**src/hw/rtl/median7_stream_filter_unit_assert.svh**
```systemverilog
// ----------------------------------------------------------------------------
// Assertion helpers for the median filter block
// Shorthand macros for the clocked checks written at the end of the top level.
// ----------------------------------------------------------------------------
`ifndef MEDIAN7_STREAM_FILTER_UNIT_ASSERT_SVH
`define MEDIAN7_STREAM_FILTER_UNIT_ASSERT_SVH

// The consequent must hold in the same cycle as the antecedent.
`define MSFU_ASSERT_SAME(label, clk, rst, ante, cons) \
   label: assert property (@(posedge clk) disable iff (rst) (ante) |-> (cons)) \
      else $error("median filter check failed");

// The consequent must hold in the cycle after the antecedent.
`define MSFU_ASSERT_NEXT(label, clk, rst, ante, cons) \
   label: assert property (@(posedge clk) disable iff (rst) (ante) |=> (cons)) \
      else $error("median filter check failed");

`endif

```
**src/hw/rtl/m7sf_pkg.sv**
```systemverilog
// ----------------------------------------------------------------------------
// Median filter package
// Default sizes and the shared pipeline tag type.
// ----------------------------------------------------------------------------
package m7sf_pkg;

   // Default sample width and window radius (window is 2*radius+1 taps).
   localparam int SAMPLE_WIDTH_DEF = 32;
   localparam int RADIUS_DEF       = 3;

   // Control that travels with one window position down the pipeline.
   typedef struct packed {
      logic valid;
      logic last;
   } tag_type;

endpackage

```
**src/hw/rtl/median7_stream_filter_unit.sv**
```systemverilog
// ----------------------------------------------------------------------------
// Seven-tap streaming median filter
// Median of a sliding window with the first and last samples of a sequence
// replicated past its ends.
// ----------------------------------------------------------------------------
// Usage:
//  - Requests arrive on req_*: one signed sample in req_tdata, req_tlast marks
//    the last sample of a sequence. Results leave on rsp_*: one median per
//    sample position in rsp_tdata, rsp_tlast on the last median of a sequence.
//  - Results lag input by RADIUS positions. The first RADIUS requests of a
//    sequence give no result; each later request gives one.
//  - A result is registered in the window, then in the order stage, then in
//    the output register, from which it appears on rsp_tvalid.
//  - Throughput is one request per cycle while rsp_tready is high. The last
//    request of a sequence is followed by a flush in which the window shifts
//    in the last sample again and req_tready is low; the flush shifts emit
//    the remaining medians.
//  - When rsp_tready is low the output register holds its result, the
//    window and order stages fill up behind it, then req_tready drops.
//  - After reset the block waits for the first sample of a new sequence,
//    which fills the whole window.
// ----------------------------------------------------------------------------
module median7_stream_filter_unit
   import m7sf_pkg::*;
#(
   parameter int SAMPLE_WIDTH = SAMPLE_WIDTH_DEF,
   parameter int RADIUS       = RADIUS_DEF,
   localparam int DATA_W      = ((SAMPLE_WIDTH + 7) / 8) * 8
) (
   input  logic              clock,
   input  logic              reset,
   input  logic              req_tvalid,
   output logic              req_tready,
   input  logic [DATA_W-1:0] req_tdata,   // [SAMPLE_WIDTH-1:0] sample, rest zero
   input  logic              req_tlast,
   output logic              rsp_tvalid,
   input  logic              rsp_tready,
   output logic [DATA_W-1:0] rsp_tdata,   // [SAMPLE_WIDTH-1:0] median, rest zero
   output logic              rsp_tlast
);

   localparam int N      = 2 * RADIUS + 1;
   localparam int SEEN_W = $clog2(RADIUS + 1);
   localparam int STEP_W = $clog2(2 * RADIUS + 1);

   logic signed [SAMPLE_WIDTH-1:0] sample;
   logic signed [SAMPLE_WIDTH-1:0] newest_prev;
   logic signed [SAMPLE_WIDTH-1:0] tap [N];
   logic signed [SAMPLE_WIDTH-1:0] med;
   logic [SEEN_W-1:0]              seen_ff, seen_in;
   logic [SEEN_W-1:0]              base_ff, base_in;
   logic [STEP_W-1:0]              step_ff, step_in;
   logic                           flush_ff, flush_in;
   tag_type                        w_tag_ff, w_tag_in;
   logic                           win_ready;
   logic                           adv1;
   logic                           accept;
   logic                           flush_shift;
   logic                           shift;
   logic                           fill;
   logic                           emit;
   logic                           flush_done;

   assign sample = $signed(req_tdata[SAMPLE_WIDTH-1:0]);

   // Handshake and window shift control.
   assign adv1        = !w_tag_ff.valid || win_ready;
   assign req_tready  = adv1 && !flush_ff;
   assign accept      = req_tvalid && req_tready;
   assign flush_shift = adv1 && flush_ff;
   assign shift       = accept || flush_shift;
   assign fill        = accept && (seen_ff == '0);
   assign flush_done  = flush_ff && (step_ff == STEP_W'(RADIUS));
   assign newest_prev = accept ? sample : tap[N-1];

   // A shift yields a median once its centre is a real sample position.
   always_comb begin
      if (flush_ff) begin
         emit = (STEP_W'(base_ff) + step_ff) >= STEP_W'(RADIUS);
      end else begin
         emit = (seen_ff == SEEN_W'(RADIUS));
      end
   end

   // Window tag: set on a shift, cleared when the rank stage takes it.
   always_comb begin
      w_tag_in = w_tag_ff;
      if (shift) begin
         w_tag_in.valid = emit;
         w_tag_in.last  = flush_shift && flush_done;
      end else if (win_ready) begin
         w_tag_in.valid = 1'b0;
      end
   end

   // Sequence bookkeeping: samples seen, then the flush after the last one.
   always_comb begin
      seen_in  = seen_ff;
      base_in  = base_ff;
      step_in  = step_ff;
      flush_in = flush_ff;
      if (accept) begin
         if (req_tlast) begin
            seen_in  = '0;
            base_in  = seen_ff;
            step_in  = STEP_W'(1);
            flush_in = 1'b1;
         end else if (seen_ff != SEEN_W'(RADIUS)) begin
            seen_in = seen_ff + SEEN_W'(1);
         end
      end else if (flush_shift) begin
         if (flush_done) begin
            flush_in = 1'b0;
         end else begin
            step_in = step_ff + STEP_W'(1);
         end
      end
   end

   always_ff @(posedge clock) begin
      if (reset) begin
         seen_ff  <= '0;
         flush_ff <= 1'b0;
         step_ff  <= '0;
         base_ff  <= '0;
         w_tag_ff <= '0;
      end else begin
         seen_ff  <= seen_in;
         flush_ff <= flush_in;
         step_ff  <= step_in;
         base_ff  <= base_in;
         w_tag_ff <= w_tag_in;
      end
   end

   // Row of window cells, oldest at index 0; the newest takes the request.
   for (genvar k = 0; k < N; k++) begin : g_cell
      if (k == N - 1) begin : g_newest
         m7sf_cell #(
            .SAMPLE_WIDTH (SAMPLE_WIDTH)
         ) u_cell (
            .clock     (clock),
            .fill      (fill),
            .shift     (shift),
            .fill_data (sample),
            .prev_data (newest_prev),
            .tap       (tap[k])
         );
      end else begin : g_inner
         m7sf_cell #(
            .SAMPLE_WIDTH (SAMPLE_WIDTH)
         ) u_cell (
            .clock     (clock),
            .fill      (fill),
            .shift     (shift),
            .fill_data (sample),
            .prev_data (tap[k+1]),
            .tap       (tap[k])
         );
      end
   end

   // Rank selection and output register.
   m7sf_rank #(
      .SAMPLE_WIDTH (SAMPLE_WIDTH),
      .RADIUS       (RADIUS)
   ) u_rank (
      .clock      (clock),
      .reset      (reset),
      .win_tag    (w_tag_ff),
      .win_ready  (win_ready),
      .win        (tap),
      .out_valid  (rsp_tvalid),
      .out_ready  (rsp_tready),
      .out_median (med),
      .out_last   (rsp_tlast)
   );

   assign rsp_tdata = DATA_W'($unsigned(med));

   // Checks on the sequence control and the window stage.
`include "median7_stream_filter_unit_assert.svh"

   `MSFU_ASSERT_NEXT(a_flush_starts, clock, reset, accept && req_tlast, flush_ff && !req_tready)
   `MSFU_ASSERT_NEXT(a_flush_ends, clock, reset, flush_shift && flush_done, !flush_ff && seen_ff == '0)
   `MSFU_ASSERT_NEXT(a_window_held, clock, reset, w_tag_ff.valid && !win_ready, w_tag_ff.valid)
   `MSFU_ASSERT_SAME(a_flush_last, clock, reset, shift && w_tag_in.last, w_tag_in.valid && flush_ff)

endmodule

```
**src/hw/rtl/m7sf_cell.sv**
```systemverilog
// ----------------------------------------------------------------------------
// Median filter window cell
// One tap of the sample window: loads the fill value at the start of a
// sequence, otherwise takes its neighbor's sample on every shift.
// ----------------------------------------------------------------------------
module m7sf_cell
   import m7sf_pkg::*;
#(
   parameter int SAMPLE_WIDTH = SAMPLE_WIDTH_DEF
) (
   input  logic                           clock,
   input  logic                           fill,
   input  logic                           shift,
   input  logic signed [SAMPLE_WIDTH-1:0] fill_data,
   input  logic signed [SAMPLE_WIDTH-1:0] prev_data,
   output logic signed [SAMPLE_WIDTH-1:0] tap
);

   logic signed [SAMPLE_WIDTH-1:0] q_ff;
   logic signed [SAMPLE_WIDTH-1:0] q_in;

   // Fill wins over shift; otherwise the tap holds.
   always_comb begin
      q_in = q_ff;
      if (fill) begin
         q_in = fill_data;
      end else if (shift) begin
         q_in = prev_data;
      end
   end

   always_ff @(posedge clock) begin
      q_ff <= q_in;
   end

   assign tap = q_ff;

endmodule

```
**src/hw/rtl/m7sf_rank.sv**
```systemverilog
// ----------------------------------------------------------------------------
// Median filter rank selector
// Two-stage pipeline: registers the pairwise order matrix of a window, then
// picks the tap whose rank is the middle one and holds it in the output
// register.
// ----------------------------------------------------------------------------
module m7sf_rank
   import m7sf_pkg::*;
#(
   parameter int SAMPLE_WIDTH = SAMPLE_WIDTH_DEF,
   parameter int RADIUS       = RADIUS_DEF
) (
   input  logic                           clock,
   input  logic                           reset,
   input  tag_type                        win_tag,
   output logic                           win_ready,
   input  logic signed [SAMPLE_WIDTH-1:0] win [2*RADIUS+1],
   output logic                           out_valid,
   input  logic                           out_ready,
   output logic signed [SAMPLE_WIDTH-1:0] out_median,
   output logic                           out_last
);

   localparam int N      = 2 * RADIUS + 1;
   localparam int RANK_W = $clog2(N);

   logic signed [SAMPLE_WIDTH-1:0] vals_ff [N];
   logic [N-1:0]                   below_ff [N];
   logic [N-1:0]                   below_in [N];
   tag_type                        s2_ff;
   logic                           adv2;
   logic                           adv3;
   logic [RANK_W-1:0]              rank [N];
   logic signed [SAMPLE_WIDTH-1:0] med_in;
   logic                           out_valid_ff;
   logic signed [SAMPLE_WIDTH-1:0] med_ff;
   logic                           last_ff;

   // Stage advance: each stage moves when the one after it is free.
   assign adv3      = !out_valid_ff || out_ready;
   assign adv2      = !s2_ff.valid || adv3;
   assign win_ready = adv2;

   // Tap j ranks below tap i when smaller, ties broken by tap position.
   always_comb begin
      for (int i = 0; i < N; i++) begin
         for (int j = 0; j < N; j++) begin
            below_in[i][j] = (i != j) &&
               ((win[j] < win[i]) || ((win[j] == win[i]) && (j < i)));
         end
      end
   end

   // Order matrix stage.
   always_ff @(posedge clock) begin
      if (reset) begin
         s2_ff <= '0;
      end else if (adv2) begin
         s2_ff <= win_tag;
      end
   end

   always_ff @(posedge clock) begin
      if (adv2) begin
         vals_ff  <= win;
         below_ff <= below_in;
      end
   end

   // Exactly one tap has the middle rank; select it with an and-or mux.
   always_comb begin
      med_in = '0;
      for (int i = 0; i < N; i++) begin
         rank[i] = RANK_W'($countones(below_ff[i]));
         if (rank[i] == RANK_W'(RADIUS)) begin
            med_in = med_in | vals_ff[i];
         end
      end
   end

   // Output register.
   always_ff @(posedge clock) begin
      if (reset) begin
         out_valid_ff <= 1'b0;
      end else if (adv3) begin
         out_valid_ff <= s2_ff.valid;
      end
   end

   always_ff @(posedge clock) begin
      if (adv3) begin
         med_ff  <= med_in;
         last_ff <= s2_ff.last;
      end
   end

   assign out_valid  = out_valid_ff;
   assign out_median = med_ff;
   assign out_last   = last_ff;

endmodule
```
**config.mk**
```make
export PLATFORM = sky130hd
export DESIGN_NAME = median7_stream_filter_unit
export DESIGN_NICKNAME = d
export VERILOG_FILES = /design/src/hw/rtl/m7sf_pkg.sv /design/src/hw/rtl/median7_stream_filter_unit.sv /design/src/hw/rtl/m7sf_cell.sv /design/src/hw/rtl/m7sf_rank.sv
export VERILOG_INCLUDE_DIRS = /design/src /design/src/hw/rtl
export SDC_FILE = /design/constraint.sdc
export NUM_CORES = 2
export LEC_CHECK = 0
export ABC_AREA = 1
export BUFFER_PORTS_ARGS = -buffer_cell sky130_fd_sc_hd__clkbuf_2
export CAP_MARGIN = 20
export CORE_MARGIN = 1
export CORE_UTILIZATION = 45
export DETAILED_ROUTE_END_ITERATION = 10
export PLACE_DENSITY = 0.66
export SETUP_SLACK_MARGIN = 0.1
export SLEW_MARGIN = 20
export SYNTH_ARGS = -nofsm -noshare
export SYNTH_HDL_FRONTEND = slang
export SYNTH_SLANG_ARGS = --single-unit
```
**constraint.sdc**
```tcl
create_clock -name clock -period 17.15 [get_ports clock]
set_input_delay 2.5725 -clock clock [delete_from_list [all_inputs] [get_ports clock]]
set_output_delay 2.5725 -clock clock [all_outputs]
set_load 0.02 [all_outputs]
```
==> results.txt <==
- Crit start category: input port
- Iteration-0 DRC Markers: 2723
* Setup TNS: 0 ns
- Post-CTS Setup Bufs: 0
* Area share of the largest cell type after synthesis: 43.6%
* Pin count of the biggest net entering global routing: 117
* Launch point of the critical path: rsp_tready
* Worst supply voltage drop on vdd: 0.223 mV
- Net switching is 44.2% of the power.
- The clock passes through at most 3 buffers.
- Number of core rows: 103
- Biggest fanout along the worst timing path: 4
- Overall die width: 285 um
- Cell-by-cell trace of the critical path: clkbuf_2 -> inv_1 -> nand4_2 -> nand2_2 -> inv_1 -> clkbuf_2
- 72 I/O pins were placed.
* Sequential cell area: 16000 sq um
- DRC violation count after routing: 0
- The first detailed-routing pass ran for 6 iterations.
- Each instance of the synthesized netlist takes up on average 9.72 sq um.
- Clock share of power: 20.4%
- Distinct cells, synth: 35
- The number of antenna diodes in the final layout is 0.
- Starting density of the core: 45.5%
* Clock root buffer master: sky130_fd_sc_hd__clkbuf_16
- Across the routed clock network, the largest skew measured is 0.0242 ns.
- Maximum single-stage delay on the critical path: 0.15 ns
* Data required time of the worst path: about 15 ns
- Slowest cell on crit path: sky130_fd_sc_hd__nand4_2
- The die covers approximately 81000 sq um.
- Max Slew Vio Count: 0
- The routed design has 107000 um of wire.
- Across the run, the number of max-cap violations was 0.
* R2R depth: 11
- HPWL reported at the end of detailed placement: slightly above 80000 um
- Buffers inserted to repair hold after CTS numbered 0.
- The initial antenna violation count was 0.
- Tot Pwr: 6.51 mW
* Worst slew slack as a fraction of its limit: 23.3%
* Number of placed instances with taps included: 4801
- The biggest area contributor in the post-synthesis netlist is sky130_fd_sc_hd__edfxtp_1.
- In this run the static leakage power is 18.4 nW.
- Buffers placed on the I/O ports in this run total 71.
- Layout Area Growth over Synthesis: 9.88%
* Combinational Power Share: 48.1%
* Area inside the core boundary: 79100 sq um
* Outcome: finished clean
* Fin worst setup slack: 11.32 ns
- Pin slew with the least headroom to its limit: 1.14 ns
* Total global-route track usage: between 20% and 30%
- H-tree lvl count: 2
- Based on the critical path, the design can be clocked at up to 172 MHz.
* Number of buffers created by CTS: 57
- Launching point of the worst reg2reg path: u_rank.below_ff[0]
- Final Setup Violations: 0
- The worst hold path was traced through 0 stages.
- The Yosys step of the flow raised 0 warnings.
- Min-delay worst type: reg2reg
* Int Pwr: between 3 and 4 mW
- The multi-input combinational cells in the finished layout cover a total of 18300 sq um.
- Data arrival time of the critical path: between 3 and 4 ns
- Summing every instance area after synthesis gives around 36000 sq um.
- The floorplan step set the die height to between 200 and 300 um.
* Total net switching power: 2.88 mW
* Total Nets Final: 4553
- Number of fill cells in the layout: 7411
- In the final layout, the share of cells above drive strength 1 is approximately 5%.
* Clock tree from TritonCTS: built
- The first global-routing pass estimated 160000 um of wire.
* Worst slack after detailed placement: 11.32 ns
* Last weighted congestion value of the routability-driven placer: 1.02
- Crit. End Element: output port
* Via count: 27500
- After global routing the overflow that remains totals 0.
- In the final routed layout, each cell accounts on average for 21.9 um.
- Ratio of final minimum period to clock period: between 30% and 40%
- Flop and latch count out of synthesis: 536
* Sequential cell area fraction in the yosys report: 44.3%
- Cell types occupying the most area after synthesis: sky130_fd_sc_hd__edfxtp_1 44%, sky130_fd_sc_hd__ha_1 24%, sky130_fd_sc_hd__nand2_1 9.4%
- After detailed routing, the number of vias per cell comes to 5.60.
- Counting every sink on the clock net gives about 540.
- Final critical path time including I/O delays and setup: 5.83 ns
- Min-Delay Startpoint: g_cell[1].g_inner.u_cell.tap[31]
- The number of failing hold endpoints at the final stage came to 0.
- Across all hold checks on the routed design, the worst slack comes to 0.444 ns.
- Post_cts resized: 0
* Share of total power in sequential cells: around a third
* Synth Net Count: 4451
- For this design the ratio of total power to cell area is 164 nW/um^2.
- Number of standard cells after synthesis: about 3700
* Number of global-route vias before repair: 26300
- Skew-Pair Late Insertion Delay: ~0.63 ns
- Clock transition at path regs: 0.06 ns
* RSZ-0062 raised after global routing: false
- The count of nets left with antenna violations once routing finished came out at 0.
- Leaving out filler cells and counting taps, the final layout contains 4909.
* Classification of the worst setup path: in2out
-- worst max-delay path: cells and delay by family --
family | cells | cell delay, ns
buffers and inverters | 4 | 0.41
and+or+nand+nor | 2 | 0.27
-- power groups by stage --
stage          logic, mW  clock network [mW]  registers, mW
2_1_floorplan       1.87                   0           2.04
3_3_place_gp        3.07                   0           2.07
5_1_grt             3.48                1.39           2.08
6_report            3.13                1.33           2.05
4_1_cts             3.16                1.34           2.05
3_5_place_dp        3.14                   0           2.08
-- placed cells by master, fill, tap and decap left out, types with 14 or more instances in the layout --
| master | count |
|---|---|
| sky130_fd_sc_hd__nand2_1 | 897 |
| sky130_fd_sc_hd__o21ai_0 | 212 |
| sky130_fd_sc_hd__ha_1 | 684 |
| sky130_fd_sc_hd__buf_4 | 17 |
| sky130_fd_sc_hd__nor4_1 | 14 |
| sky130_fd_sc_hd__a21oi_1 | 313 |
| sky130_fd_sc_hd__nand3_1 | 46 |
| sky130_fd_sc_hd__nor3_1 | 20 |
| sky130_fd_sc_hd__nor2_1 | 206 |
| sky130_fd_sc_hd__a221oi_1 | 29 |
| sky130_fd_sc_hd__clkbuf_16 | 59 |
| sky130_fd_sc_hd__fa_1 | 22 |
| sky130_fd_sc_hd__nand4_1 | 89 |
| sky130_fd_sc_hd__o21bai_1 | 24 |
| sky130_fd_sc_hd__clkbuf_2 | 71 |
| sky130_fd_sc_hd__o21a_1 | 41 |
| sky130_fd_sc_hd__inv_1 | 413 |
| sky130_fd_sc_hd__o21ai_1 | 55 |
| sky130_fd_sc_hd__edfxtp_1 | 523 |
-- layout make-up --
cell class,count,area share (%)
Tap cell,1050,3.32
Clock buffer,69,3.82
Sequential cell,536,40.3
Timing Repair Buffer,88,1.22
Inverter,415,3.96
Clock inverter,39,1.25
Multi-Input combinational cell,2712,46.1
-- sequential cells by signal (all words and copies together) (netlist names) --
signal,cells
base_ff,2
flush_ff,1
g_cell.g_inner.u_cell.tap,192
g_cell.g_newest.u_cell.tap,32
seen_ff,2
step_ff,3
u_rank.below_ff,42
u_rank.out_last,1
u_rank.out_median,32
u_rank.out_valid,1
u_rank.s2_ff,2
u_rank.vals_ff,224
w_tag_ff,2
-- logic make-up after synthesis --
logic type	after synthesis	synth area share, %
AOI/OAI and AO/OA	685	10.4
xor gates and xnor gates	1	0.0243
adders and majority gates	706	25.0
buffers and inverters	460	5.22
DFF	536	44.3
and+or+nand+nor	1320	15.1
-- stage by stage --
stage / util [%] / instance area (sq um)
after detailed placement: 47.5 / 37600
after global placement: 47.5 / 37600
after global routing: 50.0 / 39600
after CTS: 50.0 / 39600
after floorplan: - / 36000
final: 50.0 / 39600
-- final timing paths --
check                                            end  slack, ns
worst max register to register  u_rank.out_median[1]      13.29
worst min register to register   u_rank.vals_ff[191]       0.44
worst min-delay path             u_rank.vals_ff[191]       0.44
worst max-delay path                      req_tready      11.32
-- Yosys cell counts, drive strengths merged --
library cell  number
nand2            899
ha               684
edfxtp           523
inv              415
a21oi            313
o21ai            267
nor2             215
nand4             90
nand3             47
o21a              41
buf               35
a221oi            29
o21bai            24
fa                22
nor3              20
nor4              14
and2              13
dfxtp             13
nand3b            13
clkbuf            10
nor3b              8
a22o               6
a21o               3
a211oi             1
o221ai             1
or2                1
xor2               1
-- metal layers --
| metal | wire (um) | global-route usage [%] |
|---|---|---|
| met5 | 0 | 0 |
| met4 | 3530 | 8.52 |
| met3 | 7550 | 3.82 |
| met2 | 48300 | 42.0 |
| met1 | 47900 | 36.6 |
Power figures use the tool's default switching activity.
